<file path="config.mk">
export PLATFORM = sky130hd
export DESIGN_NAME = date_difference_in_days_top
export DESIGN_NICKNAME = d
export VERILOG_FILES = /design/src/hw/rtl/datediff_pkg.sv /design/src/hw/rtl/datediff_ctrl.sv /design/src/hw/rtl/datediff_dp.sv /design/src/hw/rtl/date_difference_in_days_top.sv
export SDC_FILE = /design/constraint.sdc
export NUM_CORES = 1
export LEC_CHECK = 0
export BUFFER_PORTS_ARGS = -buffer_cell sky130_fd_sc_hd__buf_2
export CAP_MARGIN = 10
export CELL_PAD_IN_SITES_DETAIL_PLACEMENT = 0
export CELL_PAD_IN_SITES_GLOBAL_PLACEMENT = 1
export CORE_AREA = 2 2 145 147
export DETAILED_ROUTE_END_ITERATION = 10
export DIE_AREA = 0 0 147 149
export PLACE_DENSITY = 0.88
export SLEW_MARGIN = 20
export SYNTH_ARGS = -nofsm -noshare
export SYNTH_HDL_FRONTEND = slang
export SYNTH_HIERARCHICAL = 1
export SYNTH_SLANG_ARGS = --single-unit
</file>
<file path="constraint.sdc">
create_clock -name i_clk -period 5.95 [get_ports i_clk]
set_clock_uncertainty 0.15 [all_clocks]
set_input_delay 1.19 -clock i_clk [delete_from_list [all_inputs] [get_ports i_clk]]
set_output_delay 1.19 -clock i_clk [all_outputs]
set_load 0.01 [all_outputs]
</file>
<file path="src/hw/rtl/datediff_pkg.sv">
`default_nettype none
// ----------------------------------------------------------------------------
// datediff_pkg
// Types, widths and month-length table shared by the day-count block.
// ----------------------------------------------------------------------------
package datediff_pkg;

    localparam int YEAR_W  = 14;
    localparam int MONTH_W = 4;
    localparam int DAY_W   = 5;
    localparam int OUT_W   = 23;
    localparam int ACC_W   = 24;
    localparam int C100_W  = 7;
    localparam int C400_W  = 9;

    localparam int unsigned YEAR_FIELD_MAX = (1 << YEAR_W) - 1;

    localparam logic signed [ACC_W-1:0] SAT_HI = ACC_W'((1 << (OUT_W - 1)) - 1);
    localparam logic signed [ACC_W-1:0] SAT_LO = -SAT_HI - ACC_W'(1);

    localparam logic [C100_W-1:0] C100_LAST = C100_W'(99);
    localparam logic [C400_W-1:0] C400_LAST = C400_W'(399);

    localparam logic [8:0] DAYS_COMMON = 9'd365;
    localparam logic [8:0] DAYS_LEAP   = 9'd366;

    typedef enum logic [1:0] {
        ST_IDLE,
        ST_YEARS,
        ST_MONTHS,
        ST_FINISH
    } t_state;

    typedef struct packed {
        logic load;
        logic year_step;
        logic month_step;
        logic finish;
    } t_cmd;

    typedef struct packed {
        logic year_last;
        logic month_done;
    } t_status;

    // Length of a month; any code outside 1..12 counts as February.
    function automatic logic [4:0] month_len(input logic [MONTH_W-1:0] m, input logic leap);
        logic [4:0] len;
        case (m) inside
            4'd1, 4'd3, 4'd5, 4'd7, 4'd8, 4'd10, 4'd12: len = 5'd31;
            4'd4, 4'd6, 4'd9, 4'd11:                    len = 5'd30;
            default:                                    len = leap ? 5'd29 : 5'd28;
        endcase
        return len;
    endfunction

endpackage
`default_nettype wire

</file>
<file path="src/hw/rtl/datediff_ctrl.sv">
`default_nettype none
// ----------------------------------------------------------------------------
// datediff_ctrl
// Sequencer: load, walk the years, walk the months, finish.
// ----------------------------------------------------------------------------
module datediff_ctrl (
    input  wire                   i_clk,
    input  wire                   i_rst_n,
    input  wire                   start,
    input  datediff_pkg::t_status i_status,
    output datediff_pkg::t_cmd    o_cmd,
    output logic                  busy
);
    import datediff_pkg::*;

    t_state r_state;
    t_state n_state;

    always_ff @(posedge i_clk) begin
        if (!i_rst_n) begin
            r_state <= ST_IDLE;
        end else begin
            r_state <= n_state;
        end
    end

    always_comb begin
        n_state = r_state;
        o_cmd   = '0;
        busy    = 1'b1;
        case (r_state)
            ST_IDLE: begin
                busy = 1'b0;
                if (start) begin
                    o_cmd.load = 1'b1;
                    n_state    = ST_YEARS;
                end
            end
            ST_YEARS: begin
                o_cmd.year_step = 1'b1;
                if (i_status.year_last) begin
                    n_state = ST_MONTHS;
                end
            end
            ST_MONTHS: begin
                if (i_status.month_done) begin
                    n_state = ST_FINISH;
                end else begin
                    o_cmd.month_step = 1'b1;
                end
            end
            ST_FINISH: begin
                o_cmd.finish = 1'b1;
                n_state      = ST_IDLE;
            end
            default: begin
                n_state = ST_IDLE;
            end
        endcase
    end

endmodule
`default_nettype wire

</file>
<file path="src/hw/rtl/datediff_dp.sv">
`default_nettype none
// ----------------------------------------------------------------------------
// datediff_dp
// Operand registers, year walker with leap counters, month walker,
// accumulator and saturating result register.
// ----------------------------------------------------------------------------
module datediff_dp #(
    parameter int unsigned YEAR_MAX = 9999
) (
    input  wire                                   i_clk,
    input  wire                                   i_rst_n,
    input  datediff_pkg::t_cmd                    i_cmd,
    input  wire  [datediff_pkg::YEAR_W-1:0]       i_start_year,
    input  wire  [datediff_pkg::MONTH_W-1:0]      i_start_month,
    input  wire  [datediff_pkg::DAY_W-1:0]        i_start_day,
    input  wire  [datediff_pkg::YEAR_W-1:0]       i_end_year,
    input  wire  [datediff_pkg::MONTH_W-1:0]      i_end_month,
    input  wire  [datediff_pkg::DAY_W-1:0]        i_end_day,
    output datediff_pkg::t_status                 o_status,
    output logic                                  o_valid,
    output logic signed [datediff_pkg::OUT_W-1:0] o_day_count
);
    import datediff_pkg::*;

    localparam int unsigned YMAX_C = (YEAR_MAX > YEAR_FIELD_MAX) ? YEAR_FIELD_MAX : YEAR_MAX;
    localparam logic [YEAR_W-1:0] YMAX_W = YEAR_W'(YMAX_C);

    logic [YEAR_W-1:0]        r_sy, r_ey, r_year;
    logic [C100_W-1:0]        r_c100;
    logic [C400_W-1:0]        r_c400;
    logic [MONTH_W-1:0]       r_mon, r_mon_hi;
    logic                     r_neg, r_leap;
    logic [DAY_W-1:0]         r_sd, r_ed;
    logic signed [ACC_W-1:0]  r_acc;
    logic                     r_valid;
    logic signed [OUT_W-1:0]  r_out;

    logic [YEAR_W-1:0]        sy_clamp, ey_clamp;
    logic                     leap_now;
    logic [8:0]               year_len;
    logic [4:0]               mlen;
    logic signed [ACC_W-1:0]  total;

    assign sy_clamp = (i_start_year > YMAX_W) ? YMAX_W : i_start_year;
    assign ey_clamp = (i_end_year   > YMAX_W) ? YMAX_W : i_end_year;

    // Leap under the 4/100/400 rule, tracked by counters that follow the year.
    assign leap_now = ((r_year[1:0] == 2'b00) && (r_c100 != '0)) || (r_c400 == '0);
    assign year_len = leap_now ? DAYS_LEAP : DAYS_COMMON;
    assign mlen     = month_len(r_mon, r_leap);

    assign total = r_acc + ACC_W'(signed'({1'b0, r_ed})) - ACC_W'(signed'({1'b0, r_sd}));

    assign o_status.year_last  = (r_year == r_ey);
    assign o_status.month_done = (r_mon == r_mon_hi);

    always_ff @(posedge i_clk) begin
        if (!i_rst_n) begin
            r_valid <= 1'b0;
        end else begin
            r_valid <= i_cmd.finish;
        end
    end

    always_ff @(posedge i_clk) begin
        if (i_cmd.load) begin
            r_sy   <= sy_clamp;
            r_ey   <= ey_clamp;
            r_sd   <= i_start_day;
            r_ed   <= i_end_day;
            r_year <= '0;
            r_c100 <= '0;
            r_c400 <= '0;
            r_acc  <= '0;
            if (i_start_month <= i_end_month) begin
                r_mon    <= i_start_month;
                r_mon_hi <= i_end_month;
                r_neg    <= 1'b0;
            end else begin
                r_mon    <= i_end_month;
                r_mon_hi <= i_start_month;
                r_neg    <= 1'b1;
            end
        end
        if (i_cmd.year_step) begin
            if (r_year == r_ey) begin
                // February length follows the end year.
                r_leap <= leap_now;
            end else begin
                if (r_year >= r_sy) begin
                    r_acc <= r_acc + ACC_W'(year_len);
                end
                r_year <= r_year + YEAR_W'(1);
                r_c100 <= (r_c100 == C100_LAST) ? '0 : r_c100 + C100_W'(1);
                r_c400 <= (r_c400 == C400_LAST) ? '0 : r_c400 + C400_W'(1);
            end
        end
        if (i_cmd.month_step) begin
            if (r_neg) begin
                r_acc <= r_acc - ACC_W'(mlen);
            end else begin
                r_acc <= r_acc + ACC_W'(mlen);
            end
            r_mon <= r_mon + MONTH_W'(1);
        end
        if (i_cmd.finish) begin
            if (total > SAT_HI) begin
                r_out <= SAT_HI[OUT_W-1:0];
            end else if (total < SAT_LO) begin
                r_out <= SAT_LO[OUT_W-1:0];
            end else begin
                r_out <= total[OUT_W-1:0];
            end
        end
    end

    assign o_valid     = r_valid;
    assign o_day_count = r_out;

endmodule
`default_nettype wire

</file>
<file path="src/hw/rtl/date_difference_in_days_top.sv">
`default_nettype none
// ----------------------------------------------------------------------------
// date_difference_in_days_top
// Signed day count between two Gregorian dates.
//
//   channel   handshake          payload
//   input     start / busy       i_start_year .. i_end_day
//   result    o_valid (strobe)   o_day_count
//
// The year walker takes one cycle per year from 0 through the clamped end
// year; the month walker takes one month a cycle, over 0..15 months.
// busy is high from the cycle after start until the result strobe.
// Reset is synchronous, active low, and returns the sequencer to idle.
// The result strobe lasts one cycle; the receiver cannot stall it.
// ----------------------------------------------------------------------------
module date_difference_in_days_top #(
    parameter int unsigned YEAR_MAX = 9999
) (
    input  wire                                   i_clk,
    input  wire                                   i_rst_n,
    input  wire                                   start,
    output logic                                  busy,
    input  wire  [datediff_pkg::YEAR_W-1:0]       i_start_year,
    input  wire  [datediff_pkg::MONTH_W-1:0]      i_start_month,
    input  wire  [datediff_pkg::DAY_W-1:0]        i_start_day,
    input  wire  [datediff_pkg::YEAR_W-1:0]       i_end_year,
    input  wire  [datediff_pkg::MONTH_W-1:0]      i_end_month,
    input  wire  [datediff_pkg::DAY_W-1:0]        i_end_day,
    output logic                                  o_valid,
    output logic signed [datediff_pkg::OUT_W-1:0] o_day_count
);
    import datediff_pkg::*;

    t_cmd    cmd;
    t_status status;

    datediff_ctrl u_ctrl (
        .i_clk    (i_clk),
        .i_rst_n  (i_rst_n),
        .start    (start),
        .i_status (status),
        .o_cmd    (cmd),
        .busy     (busy)
    );

    datediff_dp #(
        .YEAR_MAX (YEAR_MAX)
    ) u_dp (
        .i_clk         (i_clk),
        .i_rst_n       (i_rst_n),
        .i_cmd         (cmd),
        .i_start_year  (i_start_year),
        .i_start_month (i_start_month),
        .i_start_day   (i_start_day),
        .i_end_year    (i_end_year),
        .i_end_month   (i_end_month),
        .i_end_day     (i_end_day),
        .o_status      (status),
        .o_valid       (o_valid),
        .o_day_count   (o_day_count)
    );

`ifndef ASSERT_OFF
    // An accepted transaction makes the block busy on the next cycle.
    a_start_busy: assert property (@(posedge i_clk) disable iff (!i_rst_n)
        (start && !busy) |=> busy)
        else $error("busy not raised after accepted transaction");

    // A result strobe only follows a busy cycle.
    a_valid_after_busy: assert property (@(posedge i_clk) disable iff (!i_rst_n)
        o_valid |-> $past(busy))
        else $error("result strobe without preceding work");

    // The block is idle while the result is shown.
    a_valid_idle: assert property (@(posedge i_clk) disable iff (!i_rst_n)
        o_valid |-> !busy)
        else $error("busy during result strobe");

    // The month walker never overruns its end.
    a_month_bound: assert property (@(posedge i_clk) disable iff (!i_rst_n)
        cmd.month_step |-> !status.month_done)
        else $error("month step past the end month");
`endif

endmodule
`default_nettype wire
</file>
---- Word level (Yosys, flattened, before mapping) ----
Index checks and enable logic that the tools add are counted.
cells by class
  magnitude comparators ................... 6
  equal/unequal tests ..................... 21
  shifts and indexed selects .............. 0
  divide/modulo/power cells ............... 0
  reductions and logical operators ........ 11
  bitwise logic cells ..................... 0
  muxes and demuxes ....................... 38
  multiply operators ...................... 0
  add/sub/neg operators ................... 9
operator list
  kind                                                                               number
  24-bit 2-to-1 mux                                                                  6
  14-bit 2-to-1 mux                                                                  3
  9-bit 2-to-1 mux                                                                   4
  14-bit greater-than comparator, second input constant                              2
  7-bit 2-to-1 mux                                                                   4
  24-bit by 5-bit adder with 24-bit output                                           1
  24-bit by 6-bit adder with 24-bit output                                           1
  24-bit by 9-bit adder with 24-bit output                                           1
  24-bit by 23-bit greater-than comparator with 1-bit output, second input constant  1
  24-bit by 23-bit < comparator with 1-bit output, second input constant             1
  24-bit by 5-bit subtractor with 24-bit output                                      1
  24-bit by 6-bit subtractor with 24-bit output                                      1
  23-bit 2-to-1 mux                                                                  1
  4-bit == test, second input constant                                               5
  4-bit by 3-bit == test with 1-bit output, second input constant                    4
  4-bit 2-to-1 mux                                                                   4
  14-bit by 1-bit adder with 14-bit output, second input constant                    1
  14-bit == test                                                                     1
  14-bit greater-or-equal comparator                                                 1
  5-bit 2-to-1 mux                                                                   2
  9-bit by 1-bit adder with 9-bit output, second input constant                      1
  9-bit == test, second input constant                                               1
  9-bit zero test                                                                    1
  1-bit 2-to-1 mux                                                                   9
  other kinds (21)                                                                   28
storage, ports and cells
  latch bits .............................. 0
  memories ................................ 0
  bits in read-only memories .............. 0
  bits in registers ....................... 128
  input port bits ......................... 49
  RAM bits ................................ 0

---- Logic depth before layout (Yosys ltp) ----
Gate-level depths: netlist of run 1.
  depth after elaboration ................. 9
  mapped depth ............................ 19
  mapped depth without buffers ............ 19

---- Modules after synthesis ----
The synthesis of run 1 kept the hierarchy.
by module, submodules not included
  module         instances  cells an instance  area an instance (µm²)  seq. area each (µm²)
  datediff_dp    1          1008               9162.5                  3233.1
  datediff_ctrl  1          20                 188.9                   40.0

---- Least setup slack after synthesis of run 1 ----
No wires, ideal clock.
  path kind ............................... input to register
  start point ............................. input start
  end point ............................... register u_dp.r_acc[21]
  cell stages on the path ................. 8
  setup time .............................. 0.128 ns
  data arrival time ....................... 4.499 ns
  slack ................................... 1.174 ns
  cells stage by stage .................... inv_2 nor2_1 inv_1 o21ai_0 buf_1 o21ai_0 a221oi_1 a211oi_1
RTL lines
  element               line                               text
  from (decl)           date_difference_in_days_top.sv:21  input wire start,
  to (signal assigned)  datediff_dp.sv:91                  r_acc <= r_acc + ACC_W'(year_len);
  to (signal assigned)  datediff_dp.sv:100                 r_acc <= r_acc - ACC_W'(mlen);
  to (signal assigned)  datediff_dp.sv:102                 r_acc <= r_acc + ACC_W'(mlen);
  to (decl)             datediff_dp.sv:34                  logic signed [ACC_W-1:0] r_acc;

---- Worst setup path in the final report of run 1 ----
  start point ............................. register u_dp.r_mon[0]
  end point ............................... register u_dp.r_acc[18]
between the ends
  cells in the longest elaborated chain, start to end .. 7
  elaborated cells on any way between the ends .. 22
  those cells by class .................... 2 x add/sub; 12 x eq/ne; 6 x mux; 2 x reduce/logical
ends and longest elaborated chain
  element                                                                                                           line                                    text
  from (decl)                                                                                                       datediff_dp.sv:31                       logic [MONTH_W-1:0] r_mon, r_mon_hi;
  from (signal assigned)                                                                                            datediff_dp.sv:76                       r_mon <= i_start_month;
  from (signal assigned)                                                                                            datediff_dp.sv:80                       r_mon <= i_end_month;
  from (signal assigned)                                                                                            datediff_dp.sv:104                      r_mon <= r_mon + MONTH_W'(1);
  4-bit == test / 4-bit by 3-bit == test with 1-bit output (equally long branches)                                  datediff_dp.sv:50                       assign mlen = month_len(r_mon, r_leap);
  4-bit OR reduction                                                                                                datediff_pkg.sv:49                      case (m) inside
  5-bit 2-to-1 mux (2 in series)                                                                                    datediff_pkg.sv:49
  24-bit by 5-bit adder with 24-bit output / 24-bit by 5-bit subtractor with 24-bit output (equally long branches)  datediff_dp.sv:102, datediff_dp.sv:100
  24-bit 2-to-1 mux                                                                                                 datediff_dp.sv:99                       if (r_neg) begin
  24-bit 2-to-1 mux (*)                                                                                             datediff_dp.sv:98                       if (i_cmd.month_step) begin
Every way passes the cells marked *; elsewhere a longest branch is shown, timed or not.
A chain may end at the register's enable or synchronous reset.

==> metrics.txt, run 1 <==
status finished clean; die width 147 um; Synthesized Nets 1184; reg2reg path depth 17; Setup TNS 0 ns; HP Class register to register; crit path kind register to register; largest net degree at the start of global routing 59; Antenna Cells 0; number of flops mapped to enable cells by yosys 71; setup violators final 0; H-tree Lvls 4; Synth Area per Inst 9.10 sq um; DP Worst Slack 1.37 ns; Nets 1248; io pins 74; WHS Endpoint u_ctrl/r_state[1]; RSZ-0062 raised after global routing no; initial antenna violation count 0; Pre-antenna DRT Iters 5; Netlist Area Pre-Place between 9000 and 10000 sq um; gr ovfl total 0; final hold violations 0; post-synthesis async set-or-reset flop share 0; Lkg Pwr roughly 4.7 nW; postcts setup bufs 0; count of input and output buffers 73; final worst-path cycle share 0.776; flops & latches, synth 128; worst-margin pin slew approximately 1.0 ns; area grow syn2layout 13.3%; clock buffer depth 2; DRT iter0 DRCs ~520; max-capacitance violation count 0; Synth top area share 0.228; final WL 19.7 mm; setup slack, reg-to-reg 1.33 ns; Detail Route Antenna Nets 0; final RePlAce weighted congestion roughly 0.84; hold_sp u_ctrl/r_state[1]; final non-filler cell total approximately 1400; post-cts sizing count 0; Slew headroom 0.327; Startpoint Class register; full die area 21900 sq um; CP bufs+invs 1; area leader, netlist edfxtp_1; slowest cell delay on critical path slightly below 0.5 ns; total track usage 0.188; Crit Path Max Fanout 6; CTS tree yes; DRC Markers 0; DR WL/cell between 10 and 15 um; CORE AREA 20600 sq um; Initial Util 0.455; YS warnings 6; Top Family by Delay on Critical Path compound AO/OA/AOI/OAI gates; Synth Instances slightly above 1000; R2R Path Start u_dp/r_mon[0]; worst-skew pair later-pin latency 0.43 ns; cts hold-fix bufs 0; Peak Freq 216 MHz; most used flip-flop cell after synthesis edfxtp_1; worst setup path start u_dp/r_mon[0]; CP arrival 4.79 ns; Required @ worst endpoint 6.12 ns; Cell Pwr Density 531 nW/um^2; Seq/Total Area, Yosys 0.350; Pins Over Slew Limit 0; Filler cells 1879; Final HPWL DP around 14 mm; Die Ht 149 um; clk sink count around 130; CTS buffer count 17; Clk pin slew, worst setup/hold paths around 0.070 ns; CP endpoint kind register; vias in the first global route approximately 6900; post-route setup slack 1.33 ns; row count 53; capture point of the worst reg-to-reg path u_dp/r_acc[18]; first-pass GRT wire length 33.6 mm; share of layout cells above drive strength 1 0.135; average via count per standard cell 5.45; root buf cell clkbuf_16; Max rail drop VDD 0.256 mV; # placed instances ~1300; crit-path cells ha_1 -> or2_2 -> o21ai_0 -> a221o_1 -> inv_1 -> ha_1 -> nand2_1 -> o21a_1 -> fa_1 -> a211oi_1 -> nor2_1 -> and4_1 -> o31ai_1 -> a31oi_1 -> a221o_1 -> o31a_1 -> o211a_1; Distinct cells, synth 71; slowest cell on the critical path edfxtp_1; minimum clock period ~4.6 ns; top cells by area, synth edfxtp_1 23%, ha_1 13%, dfxtp_1 12%, o21ai_0 4.8%, xor2_1 3.6%; Vias between 7000 and 8000; Worst Hold Depth 2
[power breakdown]
group          total, mW  switching [mW]  internal, mW
Clock               1.08           0.476         0.606
Sequential          1.48           0.195          1.28
Combinational       3.06            1.70          1.36
[cell families (layout without fill, tap and decap cells)]
logic type	after synthesis	in the layout	share of synthesized area
AO/OA/AOI/OAI	289	289	0.199
XOR/XNOR	64	64	0.0607
adder cells (fa/ha/maj)	129	129	0.175
buffers and inverters	124	201	0.0522
flip-flops	128	128	0.350
multiplexers	4	4	0.00442
AND/OR/NAND/NOR	290	290	0.159
[through the flow]
| stage | util | hold slack [ns] | instance area (sq um) | total power [mW] |
|---|---|---|---|---|
| 2_1_floorplan | - | 0.309 | 9350 | 3.96 |
| 3_3_place_gp | 0.485 | 0.325 | 9970 | 4.45 |
| 3_5_place_dp | 0.485 | 0.341 | 9970 | 4.51 |
| 4_1_cts | 0.515 | 0.352 | 10600 | 5.62 |
| 5_1_grt | 0.516 | 0.373 | 10600 | 6.11 |
| 6_report | 0.516 | 0.353 | 10600 | 5.63 |
[flip-flops by register name (all words and copies together) (netlist names)]
register and count:
u_dp/r_ey 14, u_dp/r_sd 5, u_dp/o_valid 1, u_dp/r_year 14, u_dp/r_mon 4, u_dp/r_c400 9, u_dp/r_ed 5, u_dp/r_acc 24
u_dp/r_c100 7, u_dp/r_sy 14, u_ctrl/r_state 2, u_dp/r_leap 1, u_dp/o_day_count 23, u_dp/r_mon_hi 4, u_dp/r_neg 1
[worst min-delay path, stage by stage (launching register included)]
cell,delay [ns]
dfxtp_1,0.34
nand2_1,0.06
mux2i_1,0.05
[worst max path at each step]
stage,end,slack (ns),cells after the start
3_3_place_gp,u_dp/r_acc[18],1.51,17
4_1_cts,u_dp/r_acc[18],1.35,17
3_5_place_dp,u_dp/r_acc[18],1.37,17
2_1_floorplan,u_dp/r_acc[21],1.17,8
5_1_grt,u_dp/r_acc[18],1.08,17
6_report,u_dp/r_acc[18],1.33,17
[cell usage in the layout, fill, tap and decap left out, drive strengths merged, types with 21 or more instances in the layout]
cell      n
nand2    56
edfxtp   71
inv     100
buf      80
dfxtp    57
a21o     31
a211oi   21
maj3     22
a21oi    66
nand2b   28
nand3    37
nor2     63
and3     26
xnor2    26
ha      100
o21ai    93
xor2     38
[cell type report]
class	instances	area, sq um	area share
flip-flops and latches	128	3270	0.309
multi-input cells	776	5620	0.530
clock inverters	15	183	0.0172
clock buffers	17	425	0.0401
inverters	89	334	0.0315
repair buffers	80	418	0.0394
well taps	275	344	0.0325
[routing by layer]
layer / share of wire / wire length [um] / up-vias / GRT usage
met5: 0 / 0 / - / 0
met3: 0.051 / 1010 / 21 / 0.0333
met1: 0.50 / 9890 / 3467 / 0.275
li1: - / - / 3844 / -
met2: 0.43 / 8530 / 184 / 0.284
met4: 0.012 / 245 / 0 / 0.0558
[synthesized netlist by cell type, types with 4 or more instances]
cell type,count
dfxtp_1,57
nor2b_1,15
fa_1,7
a21o_1,31
a31oi_1,10
xor2_1,38
a221oi_1,7
nand2_1,56
o21bai_1,4
clkbuf_1,24
a21oi_1,66
buf_2,6
o21a_1,5
edfxtp_1,71
nor2_1,63
nor3_1,18
nand2b_1,28
and3_1,26
ha_1,100
o21ai_0,89
nand4_1,7
and2_1,17
a211o_1,5
and4_1,5
maj3_2,19
inv_1,88
nor4_1,7
o31ai_1,12
nand3_1,37
xnor2_1,25
a211oi_1,20
Note: power is estimated with default switching activity, not from simulation.
==> run 2, diff against run 1 <==
==> constraint.sdc (replaced) <==
create_clock -name i_clk -period 4.4 [get_ports i_clk]
set_clock_uncertainty 0.15 [all_clocks]
set_input_delay 0.88 -clock i_clk [delete_from_list [all_inputs] [get_ports i_clk]]
set_output_delay 0.88 -clock i_clk [all_outputs]
set_load 0.01 [all_outputs]
==> metrics.txt, run 2 (synthesis gave the netlist of run 1 again) <==
io pins 74 (unchanged); Top Family by Delay on Critical Path compound AO/OA/AOI/OAI gates (unchanged); Pre-antenna DRT Iters 5 (unchanged); Clk pin slew, worst setup/hold paths 0.06 ns (was 0.07 ns); Lkg Pwr 4.73 nW (was 4.69 nW); DR WL/cell 14.4 um (was 14.3 um); Peak Freq 237 MHz (was 216 MHz); full die area 21900 sq um (unchanged); CP arrival 4.38 ns (was 4.79 ns); Worst Hold Depth 2 (unchanged); reg2reg path depth 17 (unchanged); final RePlAce weighted congestion 0.854 (was 0.840); CP bufs+invs 1 (unchanged); CTS buffer count 17 (unchanged); Die Ht 149 um (unchanged); slowest cell delay on critical path 0.46 ns (was 0.49 ns); final WL 20.1 mm (was 19.7 mm); Initial Util 0.455 (unchanged); max-capacitance violation count 0 (unchanged); Pins Over Slew Limit 0 (unchanged); total track usage 0.190 (was 0.188); DRT iter0 DRCs 535 (was 523); Max rail drop VDD 0.331 mV (was 0.256 mV); setup slack, reg-to-reg 0.19 ns (was 1.33 ns); Required @ worst endpoint 4.57 ns (was 6.12 ns); # placed instances 1357 (was 1348); count of input and output buffers 73 (unchanged); Setup TNS 0 ns (unchanged); WP depth 17 (unchanged); most common cell after layout, fill and taps aside ha_1 (unchanged); root buf cell clkbuf_16 (unchanged); cts hold-fix bufs 0 (unchanged); final non-filler cell total 1390 (was 1380); hold_sp u_dp/r_c400[1] (was u_ctrl/r_state[1]); max FFs per register 24 (unchanged); worst-skew pair later-pin latency 0.42 ns (was 0.43 ns); vias in the first global route 6970 (was 6862); H-tree Lvls 4 (unchanged); initial antenna violation count 0 (unchanged); status finished clean (unchanged); HP Class register to register (unchanged); R2R Path Start u_dp/r_mon[1] (was u_dp/r_mon[0]); Nets 1258 (was 1248); Antenna Cells 0 (unchanged); slowest cell on the critical path edfxtp_1 (unchanged); Final HPWL DP 14.6 mm (was 14.3 mm); CP endpoint kind register (unchanged); crit path kind register to register (unchanged); final worst-path cycle share 0.957 (was 0.776); RSZ-0062 raised after global routing no (unchanged); Crit Path Max Fanout 5 (was 6); WHS Endpoint u_dp/r_c400[1] (was u_ctrl/r_state[1]); largest net degree at the start of global routing 35 (was 59); Detail Route Antenna Nets 0 (unchanged); crit-path cells ha_1 -> or2_2 -> o21ai_0 -> a221o_1 -> inv_1 -> ha_1 -> nand2_1 -> o21a_1 -> fa_1 -> a211oi_2 -> nor2_1 -> and4_1 -> o31ai_4 -> a31oi_1 -> a221o_1 -> o31a_1 -> o211a_1 (was ha_1 -> or2_2 -> o21ai_0 -> a221o_1 -> inv_1 -> ha_1 -> nand2_1 -> o21a_1 -> fa_1 -> a211oi_1 -> nor2_1 -> and4_1 -> o31ai_1 -> a31oi_1 -> a221o_1 -> o31a_1 -> o211a_1); DRC Markers 0 (unchanged); Slew headroom 0.345 (was 0.327); clk sink count 128 (unchanged); worst-margin pin slew 0.982 ns (was 1.01 ns); setup violators final 0 (unchanged); most frequent cells in the layout 100 x ha_1, 88 x inv_1, 88 x o21ai_0 (unchanged); Top reg by flops u_dp/r_acc (unchanged); row count 53 (unchanged); Min Hold Slack 0.338 ns (was 0.353 ns); average via count per standard cell 5.44 (was 5.45); Cell Pwr Density 717 nW/um^2 (was 531 nW/um^2); die width 147 um (unchanged); Finished Core Util 0.521 (was 0.516); gr ovfl total 0 (unchanged); minimum clock period 4.21 ns (was 4.62 ns); clock buffer depth 2 (unchanged); first-pass GRT wire length 33.8 mm (was 33.6 mm); Startpoint Class register (unchanged); Vias 7557 (was 7516); share of layout cells above drive strength 1 0.145 (was 0.135); area grow syn2layout 14.4% (was 13.3%); final hold violations 0 (unchanged); capture point of the worst reg-to-reg path u_dp/r_acc[18] (unchanged); CORE AREA 20600 sq um (unchanged); CTS tree yes (unchanged)
==> run 2: cell types whose count changed in the layout (fill, tap and decap cells not counted), sizes merged <==
cell	previous run	this run
clkinv	3	5
inv	100	98
buf	80	90
==> run 2: cell type report <==
cell class,instances,area [sq um]
clock buffers,17,425
clock inverters,15,188
fillers,1905,9860
inverters,89,334
multi-input cells,776,5640
flip-flops and latches,128,3270
well taps,275,344
repair buffers,90,493
==> run 2: how the worst max path moves through the flow <==
stage	from	end	slack (ns)
3_3_place_gp	u_dp/r_mon[0]	u_dp/r_acc[18]	0.14
2_1_floorplan	u_dp/r_mon[0]	u_dp/r_acc[18]	0.26
3_5_place_dp	u_dp/r_mon[0]	u_dp/r_acc[18]	0.05
5_1_grt	u_dp/r_mon[1]	u_dp/r_acc[18]	0.01
6_report	u_dp/r_mon[1]	u_dp/r_acc[18]	0.19
4_1_cts	u_dp/r_mon[0]	u_dp/r_acc[18]	0.03
==> run 2: stage by stage <==
step / setup WS [ns] / cell area (sq um) / power [mW]
floorplan: 0.258 / 9350 / 5.36
global placement: 0.137 / 10000 / 6.10
detailed placement: 0.0499 / 10000 / 6.17
CTS: 0.0273 / 10700 / 7.67
global route: 0.00987 / 10700 / 8.34
finish: 0.188 / 10700 / 7.68
==> run 2: power by group <==
group | internal, mW | total (mW) | leakage (nW) | switching [mW]
clock network | 0.819 | 1.45 | 0.301 | 0.636
logic | 1.91 | 4.26 | 3.30 | 2.35
registers | 1.74 | 1.96 | 1.13 | 0.227
==> run 2: per-layer routing <==
layer	track usage	up-vias	share of wire
li1	-	3865	-
met1	0.269	3507	0.50
met2	0.305	174	0.45
met3	0.0318	11	0.041
met4	0.0447	0	0.0073
met5	0	-	0
==> run 2: worst register-to-register path: stages (launching register included) <==
cell	delay (ns)
edfxtp_1	0.46
ha_1	0.25
or2_2	0.33
o21ai_0	0.15
a221o_1	0.19
inv_1	0.05
ha_1	0.26
nand2_1	0.05
o21a_1	0.14
fa_1	0.44
a211oi_2	0.19
nor2_1	0.08
and4_1	0.24
o31ai_4	0.21
a31oi_1	0.16
a221o_1	0.36
o31a_1	0.28
o211a_1	0.11
==> run 2: repair_timing <==
action | in CTS | in global routing
resized for setup | 0 | 4
buffers inserted | 0 | 1
endpoints found under the setup margin | 0 | 21
